--- config.mk ---
export PLATFORM = sky130hd
export DESIGN_NAME = reorder_ack_receiver
export DESIGN_NICKNAME = d
export VERILOG_FILES = /design/src/rtl/rar_pkg.sv /design/src/rtl/rar_ram.sv /design/src/rtl/rar_mod_unit.sv /design/src/rtl/reorder_ack_receiver.sv
export SDC_FILE = /design/constraint.sdc
export NUM_CORES = 1
export LEC_CHECK = 0
export BUFFER_PORTS_ARGS = -buffer_cell sky130_fd_sc_hd__buf_2
export CAP_MARGIN = 10
export CORE_MARGIN = 2
export CORE_UTILIZATION = 45
export CTS_CLUSTER_DIAMETER = 60
export DETAILED_ROUTE_END_ITERATION = 8
export HOLD_SLACK_MARGIN = 0.03
export SLEW_MARGIN = 20
export SYNTH_ARGS = -nofsm -noshare
export SYNTH_HDL_FRONTEND = slang
export SYNTH_HIERARCHICAL = 1
export SYNTH_SLANG_ARGS = --single-unit
--- constraint.sdc ---
create_clock -name clock -period 4.7 [get_ports clock]
set_input_delay 0.94 -clock clock [delete_from_list [all_inputs] [get_ports clock]]
set_output_delay 0.94 -clock clock [all_outputs]
set_load 0.005 [all_outputs]
--- src/rtl/rar_pkg.sv ---
// rar_pkg: shared types and constants of the reorder ack receiver
// no dependencies
`default_nettype none
package rar_pkg;

   localparam int WINDOW_DEFAULT      = 16;
   localparam int PAYLOAD_MAX_DEFAULT = 121;

   localparam int SEQ_W     = 32;
   localparam int SIZE_W    = 7;
   localparam int CK_W      = 16;
   localparam int SUM_W     = 15;
   localparam int SLOT_W    = 4;
   localparam int REQ_DATA_W = 72;
   localparam int RSP_DATA_W = 48;

   typedef enum logic [2:0] {
      ST_IDLE,
      ST_MOD,
      ST_DEL,
      ST_ACK,
      ST_DST,
      ST_OLD
   } state_type;

   localparam logic KIND_ACK     = 1'b0;
   localparam logic KIND_DELIVER = 1'b1;

endpackage
`default_nettype wire

--- src/rtl/rar_ram.sv ---
// rar_ram: generic single write port, single read port ram with registered read
// no dependencies
`default_nettype none
module rar_ram #(
   parameter int WIDTH = 8,
   parameter int DEPTH = 16
) (
   input  wire logic                     clock,
   input  wire logic                     wr_en,
   input  wire logic [$clog2(DEPTH)-1:0] wr_addr,
   input  wire logic [WIDTH-1:0]         wr_data,
   input  wire logic                     rd_en,
   input  wire logic [$clog2(DEPTH)-1:0] rd_addr,
   output logic      [WIDTH-1:0]         rd_data
);

   logic [WIDTH-1:0] mem_ff [DEPTH];

   always_ff @(posedge clock) begin
      if (wr_en) begin
         mem_ff[wr_addr] <= wr_data;
      end
      if (rd_en) begin
         rd_data <= mem_ff[rd_addr];
      end
   end

endmodule
`default_nettype wire

--- src/rtl/rar_mod_unit.sv ---
// rar_mod_unit: slot of a sequence number ahead of the expected one, one compare and
// subtract per cycle on the expected slot plus the distance
// depends on rar_pkg
`default_nettype none
module rar_mod_unit #(
   parameter int WINDOW = rar_pkg::WINDOW_DEFAULT
) (
   input  wire logic                        clock,
   input  wire logic                        reset,
   input  wire logic                        start,
   input  wire logic [$clog2(WINDOW)-1:0]   base,
   input  wire logic [$clog2(WINDOW)-1:0]   offset,
   input  wire logic                        wrap,
   output logic                             done,
   output logic [$clog2(WINDOW)-1:0]        remainder
);
   import rar_pkg::*;

   localparam int     SW       = $clog2(WINDOW);
   localparam int     RW       = SW + 2;
   // minus 2^32 mod window, folded back as an addend when the sequence number wraps
   localparam longint SEQ_SPAN = longint'(1) << SEQ_W;
   localparam int     WRAP_ADD = int'((WINDOW - SEQ_SPAN % WINDOW) % WINDOW);

   logic          busy_ff, busy_in;
   logic          done_ff, done_in;
   logic [RW-1:0] rem_ff, rem_in;
   logic [RW-1:0] start_sum;

   assign start_sum = RW'(base) + RW'(offset) + (wrap ? RW'(WRAP_ADD) : '0);

   always_comb begin
      busy_in = busy_ff;
      done_in = 1'b0;
      rem_in  = rem_ff;
      if (start) begin
         busy_in = 1'b1;
         rem_in  = start_sum;
      end else if (busy_ff) begin
         if (rem_ff >= RW'(WINDOW)) begin
            rem_in = rem_ff - RW'(WINDOW);
         end else begin
            busy_in = 1'b0;
            done_in = 1'b1;
         end
      end
   end

   always_ff @(posedge clock) begin
      if (reset) begin
         busy_ff <= 1'b0;
         done_ff <= 1'b0;
      end else begin
         busy_ff <= busy_in;
         done_ff <= done_in;
      end
      rem_ff <= rem_in;
   end

   assign done      = done_ff;
   assign remainder = rem_ff[SW-1:0];

endmodule
`default_nettype wire

--- src/rtl/reorder_ack_receiver.sv ---
// reorder_ack_receiver: selective repeat receiver, sequencer and slot store
// depends on rar_pkg, rar_mod_unit, rar_ram
// an in-order or older item moves the sequencer to ST_DEL or ST_OLD, and its first result is then
// registered into the output register once the output can take it; a new item is taken only in
// ST_IDLE, after the last result of the previous item has been emitted or its slot stored
// reset clears the expected number and all slot valid bits at once
`default_nettype none
module reorder_ack_receiver #(
   parameter int WINDOW      = rar_pkg::WINDOW_DEFAULT,
   parameter int PAYLOAD_MAX = rar_pkg::PAYLOAD_MAX_DEFAULT
) (
   input  wire logic                             clock,
   input  wire logic                             reset,
   input  wire logic                             req_tvalid,
   output logic                                  req_tready,
   // pkt_seq, pkt_size, pkt_checksum, payload_sum, zero pad
   input  wire logic [rar_pkg::REQ_DATA_W-1:0]   req_tdata,
   output logic                                  rsp_tvalid,
   input  wire logic                             rsp_tready,
   // seq_number, from_store, slot, deliver_size, zero pad
   output logic      [rar_pkg::RSP_DATA_W-1:0]   rsp_tdata,
   // kind
   output logic                                  rsp_tuser,
   output logic                                  rsp_tlast
);
   import rar_pkg::*;

   localparam int SW = $clog2(WINDOW);

   state_type         state_ff, state_in;
   logic [SEQ_W-1:0]  exp_ff, exp_in;
   logic [SW-1:0]     exp_slot_ff, exp_slot_in;
   logic [SW-1:0]     cnt_ff, cnt_in;
   logic [WINDOW-1:0] valid_ff, valid_in;
   logic [SEQ_W-1:0]  cur_seq_ff;
   logic [SIZE_W-1:0] cur_size_ff;

   logic              out_valid_ff, out_valid_in;
   logic              out_kind_ff, out_kind_in;
   logic [SEQ_W-1:0]  out_seq_ff, out_seq_in;
   logic              out_store_ff, out_store_in;
   logic [SLOT_W-1:0] out_slot_ff, out_slot_in;
   logic [SIZE_W-1:0] out_size_ff, out_size_in;
   logic              out_last_ff, out_last_in;

   logic [SEQ_W-1:0]  in_seq;
   logic [SIZE_W-1:0] in_size;
   logic [CK_W-1:0]   in_ck;
   logic [SUM_W-1:0]  in_sum;
   logic [SEQ_W-1:0]  diff;
   logic              seq_wrap;
   logic              accept, pass, is_del, is_store, is_old;
   logic              can_emit, emit, cont;
   logic [SW-1:0]     nxt_slot;

   logic              mod_start, mod_done;
   logic [SW-1:0]     mod_rem;
   logic              ram_wr, ram_rd;
   logic [SW-1:0]     ram_rd_addr;
   logic [SIZE_W-1:0] ram_rd_data;

   assign in_seq  = req_tdata[31:0];
   assign in_size = req_tdata[38:32];
   assign in_ck   = req_tdata[54:39];
   assign in_sum  = req_tdata[69:55];

   assign req_tready = (state_ff == ST_IDLE);
   assign accept     = req_tvalid && req_tready;
   assign pass       = !in_sum[SUM_W-1] && ({1'b0, in_sum} == in_ck);
   assign diff       = in_seq - exp_ff;
   assign seq_wrap   = (in_seq < exp_ff);
   assign is_del     = (diff == '0);
   assign is_store   = !is_del && (diff < SEQ_W'(WINDOW));
   assign is_old     = diff[SEQ_W-1];

   assign can_emit = !out_valid_ff || rsp_tready;
   assign nxt_slot = (exp_ff == '1) ? '0 :
                     (exp_slot_ff == SW'(WINDOW-1)) ? '0 : exp_slot_ff + 1'b1;
   assign cont     = (cnt_ff != SW'(WINDOW-1)) && valid_ff[nxt_slot];

   assign mod_start = accept && pass && is_store;

   rar_mod_unit #(
      .WINDOW (WINDOW)
   ) u_mod (
      .clock     (clock),
      .reset     (reset),
      .start     (mod_start),
      .base      (exp_slot_ff),
      .offset    (diff[SW-1:0]),
      .wrap      (seq_wrap),
      .done      (mod_done),
      .remainder (mod_rem)
   );

   rar_ram #(
      .WIDTH (SIZE_W),
      .DEPTH (WINDOW)
   ) u_size_ram (
      .clock   (clock),
      .wr_en   (ram_wr),
      .wr_addr (mod_rem),
      .wr_data (cur_size_ff),
      .rd_en   (ram_rd),
      .rd_addr (ram_rd_addr),
      .rd_data (ram_rd_data)
   );

   function automatic logic [SIZE_W-1:0] clamp(input logic [SIZE_W-1:0] s);
      return (s > SIZE_W'(PAYLOAD_MAX)) ? SIZE_W'(PAYLOAD_MAX) : s;
   endfunction

   always_comb begin
      state_in     = state_ff;
      exp_in       = exp_ff;
      exp_slot_in  = exp_slot_ff;
      cnt_in       = cnt_ff;
      valid_in     = valid_ff;
      emit         = 1'b0;
      out_kind_in  = out_kind_ff;
      out_seq_in   = out_seq_ff;
      out_store_in = out_store_ff;
      out_slot_in  = out_slot_ff;
      out_size_in  = out_size_ff;
      out_last_in  = out_last_ff;
      ram_wr       = 1'b0;
      ram_rd       = 1'b0;
      ram_rd_addr  = nxt_slot;
      case (state_ff)
         ST_IDLE: begin
            if (accept && pass) begin
               if (is_del) begin
                  state_in = ST_DEL;
                  cnt_in   = '0;
               end else if (is_store) begin
                  state_in = ST_MOD;
               end else if (is_old) begin
                  state_in = ST_OLD;
               end
            end
         end
         ST_MOD: begin
            if (mod_done) begin
               if (!valid_ff[mod_rem]) begin
                  valid_in[mod_rem] = 1'b1;
                  ram_wr            = 1'b1;
               end
               state_in = ST_IDLE;
            end
         end
         ST_DEL: begin
            if (can_emit) begin
               emit         = 1'b1;
               out_kind_in  = KIND_DELIVER;
               out_seq_in   = exp_ff;
               out_store_in = 1'b0;
               out_slot_in  = SLOT_W'(exp_slot_ff);
               out_size_in  = clamp(cur_size_ff);
               out_last_in  = 1'b0;
               state_in     = ST_ACK;
            end
         end
         ST_ACK: begin
            if (can_emit) begin
               emit         = 1'b1;
               out_kind_in  = KIND_ACK;
               out_seq_in   = exp_ff;
               out_store_in = 1'b0;
               out_slot_in  = '0;
               out_size_in  = '0;
               out_last_in  = !cont;
               exp_in       = exp_ff + 1'b1;
               exp_slot_in  = nxt_slot;
               if (cont) begin
                  ram_rd   = 1'b1;
                  state_in = ST_DST;
               end else begin
                  state_in = ST_IDLE;
               end
            end
         end
         ST_DST: begin
            if (can_emit) begin
               emit                  = 1'b1;
               out_kind_in           = KIND_DELIVER;
               out_seq_in            = exp_ff;
               out_store_in          = 1'b1;
               out_slot_in           = SLOT_W'(exp_slot_ff);
               out_size_in           = clamp(ram_rd_data);
               out_last_in           = 1'b0;
               valid_in[exp_slot_ff] = 1'b0;
               cnt_in                = cnt_ff + 1'b1;
               state_in              = ST_ACK;
            end
         end
         ST_OLD: begin
            if (can_emit) begin
               emit         = 1'b1;
               out_kind_in  = KIND_ACK;
               out_seq_in   = cur_seq_ff;
               out_store_in = 1'b0;
               out_slot_in  = '0;
               out_size_in  = '0;
               out_last_in  = 1'b1;
               state_in     = ST_IDLE;
            end
         end
         default: begin
            state_in = ST_IDLE;
         end
      endcase
      out_valid_in = emit ? 1'b1 : (rsp_tready ? 1'b0 : out_valid_ff);
   end

   always_ff @(posedge clock) begin
      if (reset) begin
         state_ff     <= ST_IDLE;
         exp_ff       <= '0;
         exp_slot_ff  <= '0;
         cnt_ff       <= '0;
         valid_ff     <= '0;
         out_valid_ff <= 1'b0;
      end else begin
         state_ff     <= state_in;
         exp_ff       <= exp_in;
         exp_slot_ff  <= exp_slot_in;
         cnt_ff       <= cnt_in;
         valid_ff     <= valid_in;
         out_valid_ff <= out_valid_in;
      end
      if (accept) begin
         cur_seq_ff  <= in_seq;
         cur_size_ff <= in_size;
      end
      out_kind_ff  <= out_kind_in;
      out_seq_ff   <= out_seq_in;
      out_store_ff <= out_store_in;
      out_slot_ff  <= out_slot_in;
      out_size_ff  <= out_size_in;
      out_last_ff  <= out_last_in;
   end

   assign rsp_tvalid = out_valid_ff;
   assign rsp_tuser  = out_kind_ff;
   assign rsp_tlast  = out_last_ff;
   assign rsp_tdata  = {4'b0000, out_size_ff, out_slot_ff, out_store_ff, out_seq_ff};

endmodule
`default_nettype wire

==> qor.txt, run 1 <==
Final Skew = 0.0247 ns
DRT antenna net count = 0
gpl congestion = 0.889
fillers = 2,691
NetSw = 1.14 mW
clock sinks = 272
Worst IR Drop VDD = 0.265 mV
DPL Wire Length = 24,700 µm
row cnt = 64
placed insts = 1,685
CP arrival = 4.35 ns
count of pins over their slew limit = 0
total wire length = 34,300 µm
CP delay by family, top = compound AO/OA/AOI/OAI gates
CTS buffer count = 30
final net count = 1,442
pin count of the biggest net entering global routing = 40
Multi-input gate area = 5830 µm²
P_leak = 5.86 nW
Worst Tran Pin Value = 1.02 ns
vias in the first global route = 9,749
final setup vio count = 0
layout cell share with drive strength beyond 1 = 0.209
register area = 7550 µm²
PortBufs = 121
commonest cells after routing, fill and taps aside = edfxtp_1, buf_2, nor2_1
Flop pwr share = 0.499
fin cells = 1,741
DP Area = 15,000 µm²
commonest non-fill, non-tap cell in the layout = edfxtp_1
Syn Area/Cell = 11.7 µm²
Min-Delay Path Class = register to register
Slowest cell on crit path = or3_1
pwr/cell area = 328 nW/µm²
die area = 32,400 µm²
Comb pwr share = 0.056
total grt overflow = 0
DRC = 0
Crit Path Class = register to register
achievable frequency = 0.247 GHz
Die X = 180 µm
Worst-path clk slew = 0.06 ns
TNS Setup = 0 ns
post_cts resized = 0
vias per cell = 5.61
Area Growth Syn to Fin = 14.9%
crit-path cells = inv_1 -> ha_1 -> o211a_1 -> o31a_1 -> o21ai_1 -> o21ai_1 -> or3_1 -> mux2i_1 -> nand4_1 -> a311oi_1 -> and3b_2 -> nor4bb_2 -> buf_4 -> nor2b_1 -> a2bb2oi_1
Hold Fails Final Rpt = 0
fin crit share = 0.860
critical path peak fanout = 6
CP Data Required Time = 5.01 ns
antenna violations before repair = 0
Mapped Cells = 1,192
clock power share = 0.445
clk root buf = clkbuf_16
hold-fix buffers at CTS = 0
unrepaired setup endpoints after global routing = false
Yosys warning total = 6
switching fraction of total power = 0.217
Largest stage delay, worst path = 0.46 ns
first-pass GRT wire length = 53,500 µm
clock buffer depth = 3
starting density of the core = 0.457
Post-Syn Area = 13,900 µm²
number of I/O pins = 128
Worst slew margin = 0.315
Buf/Inv on CP = 2
Worst setup SP type = register
htree depth = 1
via count = 9,774
run status = completed
Final min period = 4.04 ns
Skew-Pair Late Insertion Delay = 0.56 ns
Initial DRT Pass Iterations = 5
Crit path top cell by count = o21ai_1
Post-CTS Setup Inserts = 0
Avg WL per Cell = 19.7 µm
CTS tree = built
max-cap violation count = 0
die height = 180 µm
Final Cell Area = 16,000 µm²
ant diodes = 0
Design Power = 5.26 mW
Starting DRT DRC Count = 728
Core Region = 30,500 µm²
P_int = 4.11 mW
Total GRT Usage = 0.208
crit path capture type = register
==> metal layers <==
layer  track usage  share of wire  vias to the layer above
met5             0              0                        -
met4        0.0634          0.031                        0
met3        0.0302          0.053                       65
met2         0.362           0.49                      298
met1         0.269           0.43                     4721
li1              -              -                     4690
==> cell type report <==
cell class / instances / area share
tap: 396 / 0.0310
timing repair buffer: 160 / 0.0569
inverter: 59 / 0.0140
sequential: 272 / 0.471
clock buffer: 42 / 0.0516
multi-input combinational: 798 / 0.364
clock inverter: 14 / 0.0106
==> final timing paths <==
check                 from              end  slack [ns]  cells after the start
max reg2reg      exp_ff[2]  u_mod/rem_ff[4]        0.66                     15
min reg2reg  u_mod/busy_ff       u_mod/done        0.51                      1
min          u_mod/busy_ff       u_mod/done        0.51                      1
max              exp_ff[2]  u_mod/rem_ff[4]        0.66                     15
==> through the flow <==
| stage | setup slack [ns] | utilization | hold WS [ns] |
|---|---|---|---|
| floorplan | 0.569 | - | 0.463 |
| global placement | 0.175 | 0.492 | 0.491 |
| detailed placement | 0.151 | 0.492 | 0.496 |
| CTS | 0.723 | 0.525 | 0.512 |
| global route | 0.318 | 0.525 | 0.525 |
| finish | 0.658 | 0.525 | 0.511 |
==> power groups by stage <==
stage | Combinational (mW) | Sequential (mW) | Clock, mW
floorplan | 0.187 | 2.67 | 0
global placement | 0.290 | 2.67 | 0
detailed placement | 0.292 | 2.67 | 0
CTS | 0.294 | 2.62 | 2.40
global route | 0.326 | 2.62 | 2.50
finish | 0.295 | 2.62 | 2.34
==> sequential cells by signal, summed over array words and instances (netlist names) <==
name,flops
cnt_ff,4
exp_slot_ff,4
out_seq_ff,32
state_ff,3
cur_size_ff,7
u_size_ram/mem_ff,112
exp_ff,32
rsp_tvalid,1
out_size_ff,7
u_mod/busy_ff,1
rsp_tlast,1
rsp_tuser,1
u_mod/rem_ff,6
valid_ff,16
cur_seq_ff,32
out_slot_ff,4
u_mod/done,1
u_size_ram/rd_data,7
out_store_ff,1
Note: power is estimated with default switching activity, not from simulation.
==> run 2, diff against run 1 <==
Settings changed: CELL_PAD_IN_SITES_DETAIL_PLACEMENT set to 1, CELL_PAD_IN_SITES_GLOBAL_PLACEMENT set to 1, PLACE_DENSITY_LB_ADDON set to 0.1.
==> run 2 against run 1 <==
Combinational power is 4% higher. Non-clock buffer count is 15 higher. Clock skew is 0.0078 ns lower. Highest routed layer unchanged. Flip-flop and latch count unchanged.
==> qor.txt, run 2 (synthesis gave the netlist of run 1 again) <==
Comb pwr share = 0.059
crit-path cells = buf_2 -> inv_1 -> ha_1 -> fa_1 -> nand2b_1 -> a211oi_1 -> buf_4 -> o211ai_1 -> nand3b_1 -> a21oi_1 -> o21bai_1 -> xor2_1 -> nor4_1 -> and3b_2 -> nor4bb_2 -> buf_4 -> nor2b_1 -> a2bb2oi_1
pwr/cell area = 322 nW/µm²
Crit Path Class = input pin to register
Area Growth Syn to Fin = 15.2%
worst hold slack = 0.506 ns
Worst Tran Pin Value = 1.07 ns
CTS tree = built
Largest Register = u_size_ram/mem_ff
DRC = 0
DRT antenna net count = 0
Worst Setup Slack, final = 0.535 ns
clock buffer depth = 3
vias in the first global route = 10,400
fin crit share = 0.886
Design Power = 5.18 mW
placed insts = 1,700
die area = 32,400 µm²
Min-Delay Path Class = register to register
Slowest cell on crit path = nor4_1
total grt overflow = 0
Post-CTS Setup Inserts = 0
fin cells = 1,752
Total GRT Usage = 0.231
Largest stage delay, worst path = 0.42 ns
Starting DRT DRC Count = 457
layout cell share with drive strength beyond 1 = 0.216
commonest non-fill, non-tap cell in the layout = edfxtp_1
row cnt = 64
Worst IR Drop VDD = 0.278 mV
NetSw = 1.15 mW
switching fraction of total power = 0.221
CP Data Required Time = 5.00 ns
Worst-path clk slew = 0.06 ns
CP arrival = 4.47 ns
clk root buf = clkbuf_16
final net count = 1,457
achievable frequency = 0.240 GHz
Final min period = 4.17 ns
pre-CTS setup slack = 0.0548 ns
Core Util, Final = 0.526
Core Region = 30,500 µm²
pin count of the biggest net entering global routing = 40
Initial DRT Pass Iterations = 4
total wire length = 37,400 µm
die height = 180 µm
PortBufs = 121
ant diodes = 0
unrepaired setup endpoints after global routing = false
run status = completed
Final Cell Area = 16,100 µm²
P_int = 4.03 mW
Flop pwr share = 0.507
final setup vio count = 0
P_leak = 5.90 nW
post_cts resized = 0
Final Skew = 0.0169 ns
commonest cells after routing, fill and taps aside = edfxtp_1, buf_2, nor2_1
Worst setup SP type = input pin
htree depth = 1
Hold Fails Final Rpt = 0
crit path capture type = register
max-cap violation count = 0
CTS buffer count = 30
Crit path top cell by count = buf_4
clock sinks = 272
Skew-Pair Late Insertion Delay = 0.56 ns
gpl congestion = 0.891
hold-fix buffers at CTS = 0
Worst slew margin = 0.286
vias per cell = 5.60
starting density of the core = 0.457
count of pins over their slew limit = 0
TNS Setup = 0 ns
max FFs per register = 112
antenna violations before repair = 0
number of I/O pins = 128
DP Area = 15,100 µm²
Die X = 180 µm
via count = 9,819
Avg WL per Cell = 21.3 µm
clock power share = 0.433
first-pass GRT wire length = 59,100 µm
DPL Wire Length = 27,500 µm
critical path peak fanout = 9
==> run 2: changes by cell type in the layout (fill, tap and decap cells not counted), sizes merged <==
cell      change
clkbuf        -3
inv           -1
buf          +15
clkinvlp      +2
bufinv        -2
==> run 2: final cells by class <==
cell class              count  area, µm²
inverters                  59        224
clock inverters            13        106
fillers                  3239      14500
flip-flops and latches    272       7550
repair buffers            175       1010
well taps                 396        495
multi-input cells         798       5830
clock buffers              39        837
==> run 2: critical path: cells and delay by family <==
family	cells	cell delay (ns)
compound gates	5	0.79
xor+xnor	1	0.09
fa+ha+maj	2	0.62
buf+inv	4	0.53
simple gates	6	1.50
==> run 2: power groups by stage <==
stage	clock [mW]	sequential [mW]	combinational, mW
6_report	2.24	2.63	0.307
2_1_floorplan	0	2.67	0.187
5_1_grt	2.38	2.63	0.339
3_5_place_dp	0	2.68	0.305
4_1_cts	2.30	2.63	0.307
3_3_place_gp	0	2.67	0.301
==> run 2: routing by layer <==
metal  vias to the layer above  part of all wire  wire (µm)  GRT usage
met5                         -                 0          0          0
met3                        47             0.034       1260     0.0263
met2                       168              0.50      18600      0.404
met1                      4898              0.44      16500      0.304
li1                       4706                 -          -          -
met4                         0             0.026        954     0.0621
==> run 2: worst paths after layout <==
check / start / end / slack [ns] / depth (start not counted)
hold reg to reg: u_mod/busy_ff / u_mod/done / 0.51 / 1
hold / removal: u_mod/busy_ff / u_mod/done / 0.51 / 1
setup reg to reg: exp_ff[25] / u_mod/rem_ff[4] / 0.54 / 15
setup / recovery: req_tdata[0] / u_mod/rem_ff[4] / 0.53 / 18
